===== src/sv/caf_pkg.sv =====
// Shared types, constants and the arctangent table of the complementary attitude filter.
package caf_pkg;

    localparam int IN_W  = 144;
    localparam int OUT_W = 200;

    localparam logic [30:0] ONE_Q30  = 31'h4000_0000;
    localparam logic [24:0] GAIN_ONE = 25'h100_0000;
    // ceil(2^24 / 3): exact floor division by three for operands below 2^23
    localparam logic [22:0] RECIP3   = 23'd5592406;
    localparam logic [15:0] CUTOFF_RST = 16'd5120;
    localparam logic [16:0] BLEND_RST  = 17'd64225;
    localparam logic [16:0] BLEND_ONE  = 17'd65536;
    localparam logic signed [19:0] ACCEL_Z_RST = -20'sd40182;
    localparam logic [4:0] SQ_LAST    = 5'd7;
    localparam logic [4:0] ROOT_LAST  = 5'd27;
    localparam logic [4:0] CORDIC_LAST = 5'd16;
    localparam logic [1:0] AXIS_LAST  = 2'd2;
    localparam logic [1:0] PASS_LAST  = 2'd1;
    localparam logic CFG_CUTOFF = 1'b0;
    localparam logic CFG_BLEND  = 1'b1;

    typedef enum logic [5:0] {
        OP_NONE, OP_CX, OP_Y, OP_Y2, OP_Y2S, OP_Y3, OP_Y3S, OP_Y4, OP_Y4S,
        OP_D6, OP_D6S, OP_D24, OP_E, OP_SQ, OP_SQS, OP_G, OP_FM, OP_FS,
        OP_P2, OP_P2S, OP_Q2, OP_Q2S, OP_RT, OP_CL, OP_CI, OP_CS,
        OP_RD, OP_GY, OP_BA, OP_BB, OP_BC, OP_YD, OP_YS
    } t_op;

    typedef enum logic [5:0] {
        ST_IDLE, ST_CHECK, ST_CX, ST_Y, ST_Y2, ST_Y2S, ST_Y3, ST_Y3S, ST_Y4,
        ST_Y4S, ST_D6, ST_D6S, ST_D24, ST_E, ST_SQ, ST_SQS, ST_G, ST_FM, ST_FS,
        ST_P2, ST_P2S, ST_Q2, ST_Q2S, ST_RT, ST_CL, ST_CI, ST_CS,
        ST_RD, ST_GY, ST_BA, ST_BB, ST_BC, ST_YD, ST_YS, ST_DONE
    } t_state;

    typedef struct packed {
        t_op        op;
        logic [4:0] step;
        logic [1:0] sel;
    } t_cmd;

    typedef struct packed {
        logic dt_zero;
    } t_status;

    function automatic logic signed [18:0] f_atan(input logic [4:0] i);
        logic signed [18:0] v;
        case (i)
            5'd0:  v = 19'sd51472;
            5'd1:  v = 19'sd30386;
            5'd2:  v = 19'sd16055;
            5'd3:  v = 19'sd8150;
            5'd4:  v = 19'sd4091;
            5'd5:  v = 19'sd2047;
            5'd6:  v = 19'sd1024;
            5'd7:  v = 19'sd512;
            5'd8:  v = 19'sd256;
            5'd9:  v = 19'sd128;
            5'd10: v = 19'sd64;
            5'd11: v = 19'sd32;
            5'd12: v = 19'sd16;
            5'd13: v = 19'sd8;
            5'd14: v = 19'sd4;
            5'd15: v = 19'sd2;
            5'd16: v = 19'sd1;
            default: v = 19'sd0;
        endcase
        return v;
    endfunction

endpackage


===== src/sv/caf_ctrl.sv =====
// Sequencer that steps the filter datapath through one sample.
module caf_ctrl (
    input  logic             i_clk,
    input  logic             i_rst_n,
    input  logic             i_valid,
    input  logic             i_out_free,
    input  caf_pkg::t_status i_status,
    output logic             o_ready,
    output logic             o_load,
    output caf_pkg::t_cmd    o_cmd
);
    import caf_pkg::*;

    t_state     r_state, n_state;
    logic [4:0] r_cnt, n_cnt;
    logic [1:0] r_sel, n_sel;

    always_ff @(posedge i_clk) begin
        if (!i_rst_n) begin
            r_state <= ST_IDLE;
            r_cnt   <= '0;
            r_sel   <= '0;
        end else begin
            r_state <= n_state;
            r_cnt   <= n_cnt;
            r_sel   <= n_sel;
        end
    end

    always_comb begin
        n_state    = r_state;
        n_cnt      = r_cnt;
        n_sel      = r_sel;
        o_ready    = 1'b0;
        o_load     = 1'b0;
        o_cmd.op   = OP_NONE;
        o_cmd.step = r_cnt;
        o_cmd.sel  = r_sel;
        case (r_state)
            ST_IDLE: begin
                o_ready = 1'b1;
                if (i_valid) n_state = ST_CHECK;
            end
            ST_CHECK: begin
                n_state = i_status.dt_zero ? ST_IDLE : ST_CX;
            end
            ST_CX:  begin o_cmd.op = OP_CX;  n_state = ST_Y;   end
            ST_Y:   begin o_cmd.op = OP_Y;   n_state = ST_Y2;  end
            ST_Y2:  begin o_cmd.op = OP_Y2;  n_state = ST_Y2S; end
            ST_Y2S: begin o_cmd.op = OP_Y2S; n_state = ST_Y3;  end
            ST_Y3:  begin o_cmd.op = OP_Y3;  n_state = ST_Y3S; end
            ST_Y3S: begin o_cmd.op = OP_Y3S; n_state = ST_Y4;  end
            ST_Y4:  begin o_cmd.op = OP_Y4;  n_state = ST_Y4S; end
            ST_Y4S: begin o_cmd.op = OP_Y4S; n_state = ST_D6;  end
            ST_D6:  begin o_cmd.op = OP_D6;  n_state = ST_D6S; end
            ST_D6S: begin o_cmd.op = OP_D6S; n_state = ST_D24; end
            ST_D24: begin o_cmd.op = OP_D24; n_state = ST_E;   end
            ST_E: begin
                o_cmd.op = OP_E;
                n_cnt    = '0;
                n_state  = ST_SQ;
            end
            ST_SQ: begin o_cmd.op = OP_SQ; n_state = ST_SQS; end
            ST_SQS: begin
                o_cmd.op = OP_SQS;
                if (r_cnt == SQ_LAST) begin
                    n_state = ST_G;
                end else begin
                    n_cnt   = r_cnt + 5'd1;
                    n_state = ST_SQ;
                end
            end
            ST_G: begin
                o_cmd.op = OP_G;
                n_sel    = '0;
                n_state  = ST_FM;
            end
            ST_FM: begin o_cmd.op = OP_FM; n_state = ST_FS; end
            ST_FS: begin
                o_cmd.op = OP_FS;
                if (r_sel == AXIS_LAST) begin
                    n_sel   = '0;
                    n_state = ST_P2;
                end else begin
                    n_sel   = r_sel + 2'd1;
                    n_state = ST_FM;
                end
            end
            ST_P2:  begin o_cmd.op = OP_P2;  n_state = ST_P2S; end
            ST_P2S: begin o_cmd.op = OP_P2S; n_state = ST_Q2;  end
            ST_Q2:  begin o_cmd.op = OP_Q2;  n_state = ST_Q2S; end
            ST_Q2S: begin
                o_cmd.op = OP_Q2S;
                n_cnt    = '0;
                n_state  = ST_RT;
            end
            ST_RT: begin
                o_cmd.op = OP_RT;
                if (r_cnt == ROOT_LAST) begin
                    n_state = ST_CL;
                end else begin
                    n_cnt = r_cnt + 5'd1;
                end
            end
            ST_CL: begin
                o_cmd.op = OP_CL;
                n_cnt    = '0;
                n_state  = ST_CI;
            end
            ST_CI: begin
                o_cmd.op = OP_CI;
                if (r_cnt == CORDIC_LAST) begin
                    n_state = ST_CS;
                end else begin
                    n_cnt = r_cnt + 5'd1;
                end
            end
            ST_CS: begin
                o_cmd.op = OP_CS;
                if (r_sel == PASS_LAST) begin
                    n_sel   = '0;
                    n_state = ST_RD;
                end else begin
                    n_sel   = r_sel + 2'd1;
                    n_state = ST_P2;
                end
            end
            ST_RD: begin o_cmd.op = OP_RD; n_state = ST_GY; end
            ST_GY: begin o_cmd.op = OP_GY; n_state = ST_BA; end
            ST_BA: begin o_cmd.op = OP_BA; n_state = ST_BB; end
            ST_BB: begin o_cmd.op = OP_BB; n_state = ST_BC; end
            ST_BC: begin
                o_cmd.op = OP_BC;
                if (r_sel == PASS_LAST) begin
                    n_sel   = '0;
                    n_state = ST_YD;
                end else begin
                    n_sel   = r_sel + 2'd1;
                    n_state = ST_RD;
                end
            end
            ST_YD: begin o_cmd.op = OP_YD; n_state = ST_YS;   end
            ST_YS: begin o_cmd.op = OP_YS; n_state = ST_DONE; end
            ST_DONE: begin
                if (i_out_free) begin
                    o_load  = 1'b1;
                    n_state = ST_IDLE;
                end
            end
            default: n_state = ST_IDLE;
        endcase
    end

    a_load_free: assert property (@(posedge i_clk) disable iff (!i_rst_n)
        o_load |-> i_out_free) else $error("result loaded into a busy output register");
    a_sq_count: assert property (@(posedge i_clk) disable iff (!i_rst_n)
        (r_state == ST_SQS) |-> (r_cnt <= SQ_LAST)) else $error("squaring count overrun");
    a_cordic_count: assert property (@(posedge i_clk) disable iff (!i_rst_n)
        (r_state == ST_CI) |-> (r_cnt <= CORDIC_LAST)) else $error("rotation count overrun");
    a_sel_range: assert property (@(posedge i_clk) disable iff (!i_rst_n)
        r_sel != 2'd3) else $error("axis select out of range");
    a_accept_check: assert property (@(posedge i_clk) disable iff (!i_rst_n)
        (o_ready && i_valid) |=> (r_state == ST_CHECK)) else $error("accepted item lost");

endmodule


===== config.mk =====
export PLATFORM = sky130hd
export DESIGN_NAME = caf_ctrl
export DESIGN_NICKNAME = d
export VERILOG_FILES = /design/src/sv/caf_pkg.sv /design/src/sv/caf_ctrl.sv
export SDC_FILE = /design/constraint.sdc
export NUM_CORES = 1
export LEC_CHECK = 0
export ABC_AREA = 1
export BUFFER_PORTS_ARGS = -buffer_cell sky130_fd_sc_hd__buf_2
export CAP_MARGIN = 20
export CORE_ASPECT_RATIO = 0.6
export CORE_MARGIN = 4
export CORE_UTILIZATION = 30
export CTS_BUF_LIST = sky130_fd_sc_hd__clkbuf_4 sky130_fd_sc_hd__clkbuf_8
export CTS_CLUSTER_SIZE = 40
export DETAILED_ROUTE_END_ITERATION = 6
export HOLD_SLACK_MARGIN = 0.05
export RECOVER_POWER = 100
export SYNTH_ARGS = -nofsm -noshare
export SYNTH_HDL_FRONTEND = slang
export SYNTH_SLANG_ARGS = --single-unit

===== constraint.sdc =====
create_clock -name i_clk -period 1.9 [get_ports i_clk]
set_input_delay 0.19 -clock i_clk [delete_from_list [all_inputs] [get_ports i_clk]]
set_output_delay 0.19 -clock i_clk [all_outputs]
set_load 0.01 [all_outputs]

---- Word-level counts from Yosys, hierarchy flattened ----
Cells that the tools add are included.
storage, ports and cells
  bits in registers ....................... 13
  input port bits ......................... 5
  output and inout port bits .............. 15
  word-level logic and storage cells ...... 79
operators by class
  add/sub/neg operators ................... 2
  equality and inequality tests ........... 46
  muxes and demuxes ....................... 21
  reductions and logical operators ........ 7
operators with widths
  kind                 number
  $pmux 6 s35          1
  $pmux 6 s32          1
  $eq 6x5->1 const B   16
  $eq 6x4->1 const B   8
  $mux 6               5
  $eq 6x3->1 const B   4
  $mux 5               4
  $pmux 5 s4           1
  $eq 6x6->1 const B   3
  $ne 2x2->1 const B   7
  $eq 6x2->1 const B   2
  $eq 5x5->1 const B   2
  $mux 2               4
  $reduce_and 4->1     2
  $eq 6x1->1 const B   1
  $logic_not 6->1      1
  $pmux 2 s3           1
  $add 5x1->5 const B  1
  $eq 5x3->1 const B   1
  $mux 4               1
  $reduce_bool 4->1    1
  $mux 1               3
  $reduce_bool 3->1    1
  $reduce_or 3->1      1
  other kinds (4)      4

---- Depth between registers and ports, before layout ----
Gate-level depths: netlist of the first run.
  depth after elaboration ................. 4
  gate-level depth with buffers ........... 12

---- Worst setup path before layout of the first run ----
Ideal clock, no wire load.
  path kind ............................... reg-to-output
  start point ............................. register r_state[5]
  end point ............................... output o_cmd[10] (netlist name)
  data arrival time ....................... 1.407 ns
  data required time ...................... 1.710 ns
  setup slack ............................. 0.303 ns
  stages on the path, launching flop included .. 8
  path buffers ............................ 2
  path through ............................ dfxtp_1 clkbuf_2 nor2_4 buf_2 nand3_1 o21ai_0 nor4_1 nand4_1
RTL lines
  what                    line            RTL
  from (decl)             caf_ctrl.sv:14  t_state r_state, n_state;
  from (signal assigned)  caf_ctrl.sv:24  r_state <= n_state;
  to (decl)               caf_ctrl.sv:10  output caf_pkg::t_cmd o_cmd

==> results of run 1 <==
## power by group through the flow
| stage | Clock (mW) | Combinational [mW] | Sequential [mW] |
|---|---|---|---|
| 2_1_floorplan | 0 | 0.122 | 0.303 |
| 3_3_place_gp | 0 | 0.199 | 0.305 |
| 3_5_place_dp | 0 | 0.193 | 0.306 |
| 4_1_cts | 0.267 | 0.197 | 0.303 |
| 5_1_grt | 0.278 | 0.252 | 0.312 |
| 6_report | 0.263 | 0.228 | 0.310 |
## placed cells by master, fill, tap and decap left out, drive strengths merged
master | Yosys | final
nor3 | 8 | 8
nand2 | 74 | 74
o21ai | 10 | 10
a21oi | 11 | 11
nor4 | 1 | 1
dfxtp | 13 | 13
xnor2 | 2 | 2
nand4 | 8 | 8
clkinv | 1 | 2
inv | 29 | 29
nand3 | 35 | 35
ha | 2 | 2
nor2 | 53 | 54
nor3b | 1 | 1
clkbuf | 2 | 16
o21bai | 1 | 1
a211oi | 2 | 2
buf | 2 | 35
## registers in the layout, indices dropped and copies added, names as in the netlist
name and count:
r_sel 2, r_cnt 5, r_state 6
## what timing repair did
action	in CTS	in global routing
resized for setup	12	27
pin swaps	2	8
cloned	0	1
endpoints found under the setup margin	5	5
buffers inserted	2	9
## how the worst max path moves through the flow
stage                     slack [ps]         to               startpoint
after floorplan                  300  o_cmd[10]  r_state[5]$_SDFFE_PN0P_
after global placement            50  o_cmd[11]  r_state[1]$_SDFFE_PN0P_
after global routing             -40  o_cmd[11]  r_state[1]$_SDFFE_PN0P_
final                             20  o_cmd[11]  r_state[1]$_SDFFE_PN0P_
after detailed placement          50  o_cmd[10]  r_state[0]$_SDFFE_PN0P_
after CTS                          7  o_cmd[11]  r_state[4]$_SDFFE_PN0P_
## per-stage QoR
step / worst slack [ps] / std cells
2_1_floorplan: 303 / 255
3_3_place_gp: 53.4 / 348
3_5_place_dp: 53.7 / 348
4_1_cts: 6.53 / 354
5_1_grt: -37.8 / 364
6_report: 24.2 / 364
## cell type report
class / count / share of cell area
inverters: 30 / 0.0604
clock buffers: 3 / 0.0214
multi-input cells: 209 / 0.570
clock inverters: 1 / 0.00260
flip-flops and latches: 13 / 0.144
repair buffers: 48 / 0.162
well taps: 60 / 0.0390
## routing by layer
metal  GRT usage  vias up  share of wire
met5           0        -              0
met4      0.0304        0          0.013
met3      0.0582       14           0.14
met2       0.236      127           0.39
met1       0.284      827           0.46
li1            -      933              -
## worst max-delay path, cell delays in order, from the launching register on
cell and delay (ps):
dfxtp_4 420, inv_2 70, nor2_4 170, buf_4 150, nand3_1 110, o21ai_1 210, nor4_4 80, nand2_1 90
buf_2 130
## Yosys cell counts
cell type  instances  area share
nor3b_1            1      0.0054
nor2_1            45        0.12
clkinv_2           1      0.0036
nor2_2             4       0.018
inv_2              5       0.013
o21ai_1            1      0.0036
a211oi_1           2       0.011
a21oi_1           10       0.036
dfxtp_1           13        0.19
nor4_1             1      0.0045
inv_1             24       0.065
buf_2              2      0.0072
nor2_4             4       0.032
nand2_4            2       0.016
ha_1               2       0.018
nand2_1           70        0.19
xnor2_1            2       0.013
nand4_1            8       0.036
nand3_1           33        0.12
nor3_1             8       0.029
clkbuf_1           1      0.0027
clkbuf_2           1      0.0036
o21bai_1           1      0.0054
a21oi_2            1      0.0063
o21ai_0            9       0.032
nand2_2            2      0.0090
nand3_2            2       0.014
## cell families after synthesis
| logic type | count (synthesis) | synth area share |
|---|---|---|
| compound gates | 24 | 0.0943 |
| flops | 13 | 0.187 |
| simple gates | 180 | 0.593 |
| buf+inv | 34 | 0.0952 |
| xor+xnor | 2 | 0.0126 |
| fa+ha+maj | 2 | 0.0180 |
==> summary.md, run 1 <==
For the worst ir drop on vdd, the log shows 0.263 mV. The global-route wire length before repair was 8.00 mm; the routability congestion estimate was 1.06. The final cycle utilization of the critical path is 0.987. The endpoint of the worst-slack reg-to-reg timing path is r_state[3]$_SDFFE_PN0P_.

The worst hold path terminates at r_cnt[1]$_SDFFE_PN0P_. Setup violations remaining at the end of the flow were counted as 0. Summed over all layers, the routed wires come to 5.31 mm. Counting cells, the worst reg-to-reg path comes to 10. The pin count of the biggest net entering global routing is 12, and the number of buffers inserted for hold repair after clock tree synthesis is 0. The worst register-to-register path has a setup slack of 200 ps. The worst min-delay path class is input port to register. The setup skew after layout came out at 7.05 ps.

The logs give 0.181 for the global-route total usage across every layer and 4.00 mm for the half-perimeter wire length of the detailed placement result. During I/O placement, the number of pins put on the boundary was 20. TritonCTS built the clock tree. The total power density per cell area was 416 nW/um^2; the clock transition at the registers of the reported paths was 70 ps. The switching fraction of total power is 0.363, and the number of max-cap violations is 0. The run gives 0.291 mW as the net switching component of the power. The category of the critical setup timing path was register to output pin. The number of antenna violations at the first check in global routing is 0, and the number of detailed-routing iterations run before antenna repair is 5. For this run the aggregate overflow at the end of global routing stands at 0. The capturing element type of the critical path was an output pin. The netlist uses 27 different library cells. Across the whole layout, storage elements account for 277 um^2.

The number of nets handed over by synthesis was 262. The logs give 407 for the DRC marker count from the first detailed-route iteration and 0.450 for the share of the core filled with cells in the final layout. For the number of max-slew violations in the final report, the log shows 0.

The summed negative setup slack over all endpoints was 0 ps; the layout-stage area growth over the synthesis result was 38.3%. The run gives 1596 as the number of global-route vias before repair. The run gives 2 as the deepest clock path buffer count. The logs give 1 for the number of H-tree branching levels and 0 for the number of diodes added for antenna fixing. The placed instance area was 1680 um^2. Worst-margin pin slew: 391 ps. The tools report the summed area of non-filler cells in the final layout as 1930 um^2. The run finished with clean final reports. The worst max-slew margin expressed relative to the limit is 0.737, and the chip height is 60.8 um. Share of power burned in combinational logic: 0.284. Die width: 96.0 um. The tools report the TritonCTS buffer count as 3.

Averaged over all synthesized cells, the footprint is 5.46 um^2. The tools report the total chip power as 0.801 mW. The count of buffers added on input and output ports is 19.

Number of endpoints with negative hold slack in the final report: 0. The worst hold path begins at i_rst_n. The logs give 18 for the site row count and 4280 um^2 for the placeable core area. For the share of power burned in registers, the log shows 0.387. Timing would allow up to 533 MHz.

The tools report the via count of the routed design as 1901. For the latest clock arrival within the worst-skew pair, the log shows 250 ps. Setup repair after global routing could not meet its margin everywhere. The internal power is 0.510 mW. Once detail routing completed, the nets flagged for antenna violations numbered 0. The initial core utilization came out at 0.325.

The run gives 0 as the count of unresolved DRC violations after routing. The die covers 5830 um^2. In this run the worst path has a maximum fanout of 6.

The arrival time at the worst endpoint was 1690 ps. The run gives 1710 ps as the endpoint required time on the critical path. Dividing the detail-routed via count by the number of cells gives 5.22. The tools report the post-synthesis cell area as 1390 um^2. Final hold analysis gives a worst-case slack of 233 ps. In the final layout, the multi-input gates occupy 1100 um^2. The cell at the root of the clock tree was clkbuf_8. For the number of instances in the synthesized netlist, the log shows 255. After detailed routing, the average wire length per cell comes to 14.6 um. The clock share of power was 0.328.

Counting I/O delays and the setup requirement, the final critical path takes 1880 ps. The run gives 0.187 as the part of the Yosys area used for sequential elements. For this run, the number of Yosys warnings is 0. Counting instances, the worst hold path has a depth of 3. After filler insertion, the fill cell instance count of the layout stands at 452. The fraction of final layout cells sized beyond drive strength 1 is 0.286, and the leakage component of the power is 0.983 nW.

The CTS sink count was 13. The startpoint identified for the worst register-to-register timing path is r_state[4]$_SDFFE_PN0P_. The type of element launching the critical path is a register. Synthesis inferred 13 register bits. At the end of the flow, the number of nets in the layout was 312.
Power figures use the tool's default switching activity.
==> run 2: changes to the inputs <==
CORE_ASPECT_RATIO = 0.8   (was 0.6)
CORE_MARGIN = 5   (was 4)
==> summary.md, run 2 (synthesis gave the netlist of run 1 again) <==
The tools report the slack of the critical path as -32.3 ps (was 24.2 ps). The run gives 0.312 mV (was 0.263 mV) as the worst ir drop on vdd. The number of detailed-routing iterations run before antenna repair is 7 (was 5), and the half-perimeter wire length of the detailed placement result is 3.64 mm (was 4.00 mm). Clock transition at the registers of the reported paths: 60 ps (was 70 ps). The routability congestion estimate was 1.04 (was 1.06). The number of H-tree branching levels was 1 (unchanged); the total wire length was 4.97 mm (was 5.31 mm). The DRC marker count from the first detailed-route iteration is 254 (was 407). Number of max-cap violations: 0 (unchanged).

The flow ran to the end, but the final reports show violations. The via count of the routed design was 1887 (was 1901). The global-route total usage across every layer is 0.148 (was 0.181). The worst min-delay path class was input port to register (unchanged). The number of antenna violations at the first check in global routing is 0 (unchanged), and the layout-stage area growth over the synthesis result is 30.5% (was 38.3%). Total power density per cell area: 443 nW/um^2 (was 416 nW/um^2). The initial core utilization is 0.307 (was 0.325), and the number of buffers inserted for hold repair after clock tree synthesis is 0 (unchanged). The per-cell routed wire length is 14.1 um (was 14.6 um). The flip-flop count of the largest register after layout was 6 (unchanged). CTS sink count: 13 (unchanged).

Top achievable clock speed: 518 MHz (was 533 MHz). The site row count is 22 (was 18), and the final cycle utilization of the critical path is 1.02 (was 0.987). The deepest clock path buffer count was 2 (unchanged). Placed instance area: 1630 um^2 (was 1680 um^2). The tools report the total I/O pin count as 20 (unchanged). The number of endpoints with negative hold slack in the final report was 0 (unchanged); the time the final worst path needs with I/O delays and setup was 1930 ps (was 1880 ps).

The run gives 0 (unchanged) as the number of max-slew violations in the final report. TritonCTS buffer count: 3 (unchanged). The run gives 4540 um^2 (was 4280 um^2) as the placeable core area. Commonest non-fill, non-tap cells in the layout: nand2_1, nor2_1, nand3_1, inv_1, buf_4 (unchanged). Largest register by flop count: r_state (unchanged).

For the final setup violation count, the log shows 1 (was 0). The total congestion overflow is 0 (unchanged), and the worst max-slew margin expressed relative to the limit is 0.756 (was 0.737). The run gives 1611 (was 1596) as the number of global-route vias before repair.

The pin count of the biggest net entering global routing was 14 (was 12); the latest clock arrival within the worst-skew pair was 240 ps (was 250 ps). The via density per instance is 5.35 (was 5.22), and the global-route wire length before repair is 7.47 mm (was 8.00 mm). Category of the critical setup timing path: register to output pin (unchanged). Share of the core filled with cells in the final layout: 0.400 (was 0.450). Worst-margin pin slew: 365 ps (was 391 ps).

Leakage component of the power: 0.952 nW (was 0.983 nW). Setup repair after global routing could not meet its margin everywhere. The arrival time at the worst endpoint is 1740 ps (was 1690 ps). TritonCTS built the clock tree.

The top fanout value on the critical path was 7 (was 6). Capturing element type of the critical path: an output pin (unchanged). The cell at the root of the clock tree is clkbuf_8 (unchanged).

Registers with the most flip-flops: r_state (6), r_cnt (5), r_sel (2) (unchanged). The die width is 86.2 um (was 96.0 um), and the count of input and output buffers is 19 (unchanged). The fraction of final layout cells sized beyond drive strength 1 works out to 0.253 (was 0.286). The count of unresolved DRC violations after routing is 1 (was 0).

The run gives 6110 um^2 (was 5830 um^2) as the die footprint. The checks that failed: DRC, setup timing. The tools report the endpoint required time on the critical path as 1710 ps (about the same). The leading cell type in the layout, fill and taps excluded is nand2_1 (unchanged).

The summed negative setup slack over all endpoints was -32.3 ps (was 0 ps). The number of diodes added for antenna fixing is 0 (unchanged). The logs give 301 (was 312) for the final net count and 0 (unchanged) for the count of antenna-violating nets left after detailed routing. Type of element launching the critical path: a register (unchanged). The chip height is 70.9 um (was 60.8 um). The summed area of non-filler cells in the final layout came out at 1820 um^2 (was 1930 um^2).

Setup skew after layout: 6.69 ps (was 7.05 ps).
==> run 2: cell types whose count changed in the layout (fill, tap and decap cells not counted), sizes merged <==
cell	before	now
clkinv	2	1
clkbuf	16	11
nor2	54	55
buf	35	29
==> run 2: critical path, stage by stage (launching register included) <==
cell     delay, ps
dfxtp_4        400
nor2_4          90
buf_4          150
nand2_1        110
nand2_1        100
nor3_1         190
nand3_1        140
nor2_1         120
nand2_1         60
buf_2          140
==> run 2: power breakdown <==
group / internal, mW / switching, mW / leakage [nW]
Combinational: 0.0873 / 0.154 / 0.817
Sequential: 0.282 / 0.0229 / 0.109
Clock: 0.162 / 0.0973 / 0.0262
==> run 2: stage by stage <==
step / hold slack, ps / cells / power (mW) / setup WS, ps
after floorplan: 288 / 255 / 0.425 / 303
after global placement: 497 / 342 / 0.511 / 19.3
after detailed placement: 498 / 342 / 0.510 / 66.5
after CTS: 240 / 347 / 0.780 / -15.0
after global routing: 261 / 353 / 0.845 / -97.6
final: 242 / 353 / 0.805 / -32.3
==> run 2: cell type report <==
type,count,area [um^2]
Clock buffer,4,48.8
Fill cell,501,2730
Inverter,30,114
Multi-Input combinational cell,210,1090
Sequential cell,13,279
Tap cell,60,75.1
Timing Repair Buffer,36,214
==> run 2: worst paths after layout <==
kind | from | end | slack, ps | cells past startpoint
min reg2reg | r_cnt[0]$_SDFFE_PN0P_ | r_cnt[0]$_SDFFE_PN0P_ | 510 | 2
max | r_state[5]$_SDFFE_PN0P_ | o_cmd[11] | -30 | 9
min | i_rst_n | r_cnt[0]$_SDFFE_PN0P_ | 240 | 3
max reg2reg | r_state[3]$_SDFFE_PN0P_ | r_state[3]$_SDFFE_PN0P_ | 180 | 10
==> run 2: repair_timing <==
item                       in CTS  in global routing
setup endpoints to repair       5                  6
gates resized for setup         9                 26
hold endpoints to repair        0                  0
pin swaps                       1                  6
buffers inserted                1                  4
gates cloned                    0                  2
==> run 2: metal layers <==
| layer | vias to the layer above | share of wire | GRT usage |
|---|---|---|---|
| li1 | 910 | - | - |
| met1 | 829 | 0.43 | 0.213 |
| met2 | 121 | 0.43 | 0.226 |
| met3 | 27 | 0.10 | 0.0349 |
| met4 | 0 | 0.034 | 0.0311 |
| met5 | - | 0 | 0 |
==> run 3: changes to the inputs <==
--- a/config.mk
+++ b/config.mk
@@ -16,5 +16,5 @@
 export DETAILED_ROUTE_END_ITERATION = 6
 export HOLD_SLACK_MARGIN = 0.05
-export RECOVER_POWER = 100
+export MAX_ROUTING_LAYER = met4
 export SYNTH_ARGS = -nofsm -noshare
 export SYNTH_HDL_FRONTEND = slang
==> constraint.sdc (replaced) <==
create_clock -name i_clk -period 1.9 [get_ports i_clk]
set_input_delay 0.095 -clock i_clk [delete_from_list [all_inputs] [get_ports i_clk]]
set_output_delay 0.095 -clock i_clk [all_outputs]
set_load 0.01 [all_outputs]
==> summary.md, run 3 (synthesis gave the netlist of run 1 again) <==
The chip height is 70.9 um (unchanged). The flip-flop count of the largest register after layout is 6 (unchanged). The leading cell type in the layout, fill and taps excluded is nand2_1 (unchanged). For the worst slack after detailed placement, the log shows -46.3 ps (was 66.5 ps). The layout-stage area growth over the synthesis result works out to 29.1% (was 30.5%). The TritonCTS buffer count came out at 3 (unchanged).

The site row count was 22 (unchanged). The leakage component of the power is 0.949 nW (was 0.952 nW). The worst min-delay path class was input port to register (unchanged). The tools report the count of unresolved DRC violations after routing as 0 (was 1). For the summed area of non-filler cells in the final layout, the log shows 1800 um^2 (was 1820 um^2). The tools report the placeable core area as 4540 um^2 (unchanged).

The global-route wire length before repair was 7.71 mm (was 7.47 mm); the top fanout value on the critical path was 6 (was 7). The area used by sequential logic in the layout was 277 um^2 (was 279 um^2). The run gives 0.307 (unchanged) as the initial core utilization. The total wire length was 4.90 mm (was 4.97 mm); the fraction of final layout cells sized beyond drive strength 1 was 0.274 (was 0.253). The number of max-slew violations in the final report was 0 (unchanged); the deepest clock path buffer count was 2 (unchanged). The arrival time at the worst endpoint was 1760 ps (was 1740 ps). The die width is 86.2 um (unchanged), and the final cycle utilization of the critical path is 0.978 (was 1.02). For the endpoint required time on the critical path, the log shows 1800 ps (was 1710 ps). The category of the critical setup timing path is register to output pin (unchanged).

The DRC marker count from the first detailed-route iteration came out at 234 (was 254). The per-cell routed wire length came out at 13.9 um (was 14.1 um). Registers with the most flip-flops: r_state (6), r_cnt (5), r_sel (2) (unchanged).

The logs give 1647 (was 1611) for the number of global-route vias before repair and 3.80 mm (was 3.64 mm) for the half-perimeter wire length of the detailed placement result. The CTS sink count is 13 (unchanged), and the number of endpoints with negative hold slack in the final report is 0 (unchanged). For the slack of the critical path, the log shows 41.1 ps (was -32.3 ps). The cell at the root of the clock tree is clkbuf_8 (unchanged).

The total chip power came out at 0.774 mW (was 0.805 mW). The run gives 5 (was 7) as the number of detailed-routing iterations run before antenna repair. The total power density per cell area is 430 nW/um^2 (was 443 nW/um^2), and the number of diodes added for antenna fixing is 0 (unchanged). The worst-margin pin slew was 351 ps (was 365 ps); the total I/O pin count was 20 (unchanged). The worst ir drop on vdd came out at 0.311 mV (was 0.312 mV). The global-route total usage across every layer was 0.161 (was 0.148).

The run finished with clean final reports. The final net count was 300 (was 301). Commonest non-fill, non-tap cells in the layout: nand2_1, nor2_1, nand3_1, inv_1, buf_2 (was nand2_1, nor2_1, nand3_1, inv_1, buf_4). The time the final worst path needs with I/O delays and setup came out at 1860 ps (was 1930 ps). The number of H-tree branching levels was 1 (unchanged). Share of power burned in registers: 0.395 (was 0.379). The via density per instance was 5.21 (was 5.35). TritonCTS built the clock tree. The type of element launching the critical path was a register (unchanged).

The setup skew after layout is 8.16 ps (was 6.69 ps). The switching fraction of total power came out at 0.347 (was 0.340). The number of antenna violations at the first check in global routing came out at 0 (unchanged). The number of max-cap violations is 0 (unchanged), and the latest clock arrival within the worst-skew pair is 250 ps (was 240 ps).

The worst hold margin is 138 ps (was 242 ps), and the die footprint is 6110 um^2 (unchanged). The worst max-slew margin expressed relative to the limit is 0.765 (was 0.756), and the number of fill cells in the layout is 516 (was 501). The logs give 1833 (was 1887) for the via count of the routed design and 0.268 mW (was 0.274 mW) for the net switching component of the power. The logs give 0.991 (was 1.04) for the routability congestion estimate and 0.326 (was 0.322) for the clock share of power.

The run gives 538 MHz (was 518 MHz) as the top achievable clock speed. The tools report the pin count of the biggest net entering global routing as 12 (was 14). The run gives 0.505 mW (was 0.531 mW) as the internal power. The run gives 0 (unchanged) as the number of buffers inserted for hold repair after clock tree synthesis. The tools report the capturing element type of the critical path as an output pin (unchanged). Count of antenna-violating nets left after detailed routing: 0 (unchanged). The clock transition at the registers of the reported paths works out to 60 ps (about the same).

The run gives 0 (unchanged) as the total congestion overflow. The count of input and output buffers is 19 (unchanged), and the area occupied by multi-input gates is 1060 um^2 (was 1090 um^2). The share of power burned in combinational logic was 0.279 (was 0.299). The placed instance area is 1600 um^2 (was 1630 um^2), and the final setup violation count is 0 (was 1). The largest register by flop count was r_state (unchanged).
run 3: changes by cell type in the layout (fill, tap and decap cells not counted), sizes merged:
| cell | change |
|---|---|
| buf | +7 |
| clkbuf | -8 |
| clkinv | +1 |
| nor2 | -1 |
run 3: worst max-delay path: stages, from the launching register on:
cell and delay, ps:
dfxtp_4 390, inv_2 50, nor2_2 240, nand2_1 230, o21ai_1 320, nor4_4 90, nand4_1 80, buf_2 130
run 3: metal layers:
| metal | global-route usage | vias to the layer above | share of wire | wire [um] |
|---|---|---|---|---|
| met1 | 0.224 | 798 | 0.46 | 2240 |
| li1 | - | 908 | - | - |
| met3 | 0.0373 | 14 | 0.094 | 461 |
| met4 | 0.0381 | 0 | 0.023 | 114 |
| met2 | 0.237 | 113 | 0.42 | 2080 |
| met5 | - | - | 0 | 0 |
run 3: area by class of cell:
| cell class | instances | share of cell area |
|---|---|---|
| multi-input cells | 209 | 0.592 |
| flip-flops and latches | 13 | 0.154 |
| repair buffers | 36 | 0.124 |
| inverters | 30 | 0.0633 |
| well taps | 60 | 0.0418 |
| clock buffers | 3 | 0.0230 |
| clock inverters | 1 | 0.00278 |
run 3: per-stage QoR:
step | utilization | setup TNS [ps] | cells
2_1_floorplan | - | 0 | 255
3_3_place_gp | 0.353 | -113 | 338
3_5_place_dp | 0.353 | -46.3 | 338
4_1_cts | 0.377 | 0 | 346
5_1_grt | 0.396 | -0.102 | 352
6_report | 0.396 | 0 | 352
run 3: what timing repair did:
| action | in CTS | in global routing |
|---|---|---|
| hold endpoints to repair | 0 | 0 |
| setup buffers | 4 | 5 |
| pin swaps | 4 | 5 |
| gates cloned | 0 | 1 |
| gates resized for setup | 13 | 16 |
| endpoints found under the setup margin | 5 | 5 |
run 3: worst paths after layout:
kind	endpoint	startpoint	depth (start not counted)	slack [ps]
min	r_cnt[1]$_SDFFE_PN0P_	i_rst_n	3	140
max	o_cmd[10]	r_state[0]$_SDFFE_PN0P_	7	40
min reg2reg	r_cnt[0]$_SDFFE_PN0P_	r_cnt[0]$_SDFFE_PN0P_	2	510
max reg2reg	r_state[3]$_SDFFE_PN0P_	r_state[1]$_SDFFE_PN0P_	9	210
run 3: power groups by stage:
| stage | Combinational (mW) | Clock (mW) | Sequential, mW |
|---|---|---|---|
| 5_1_grt | 0.236 | 0.274 | 0.307 |
| 3_5_place_dp | 0.191 | 0 | 0.306 |
| 2_1_floorplan | 0.122 | 0 | 0.303 |
| 4_1_cts | 0.195 | 0.259 | 0.305 |
| 6_report | 0.216 | 0.252 | 0.306 |
| 3_3_place_gp | 0.197 | 0 | 0.305 |
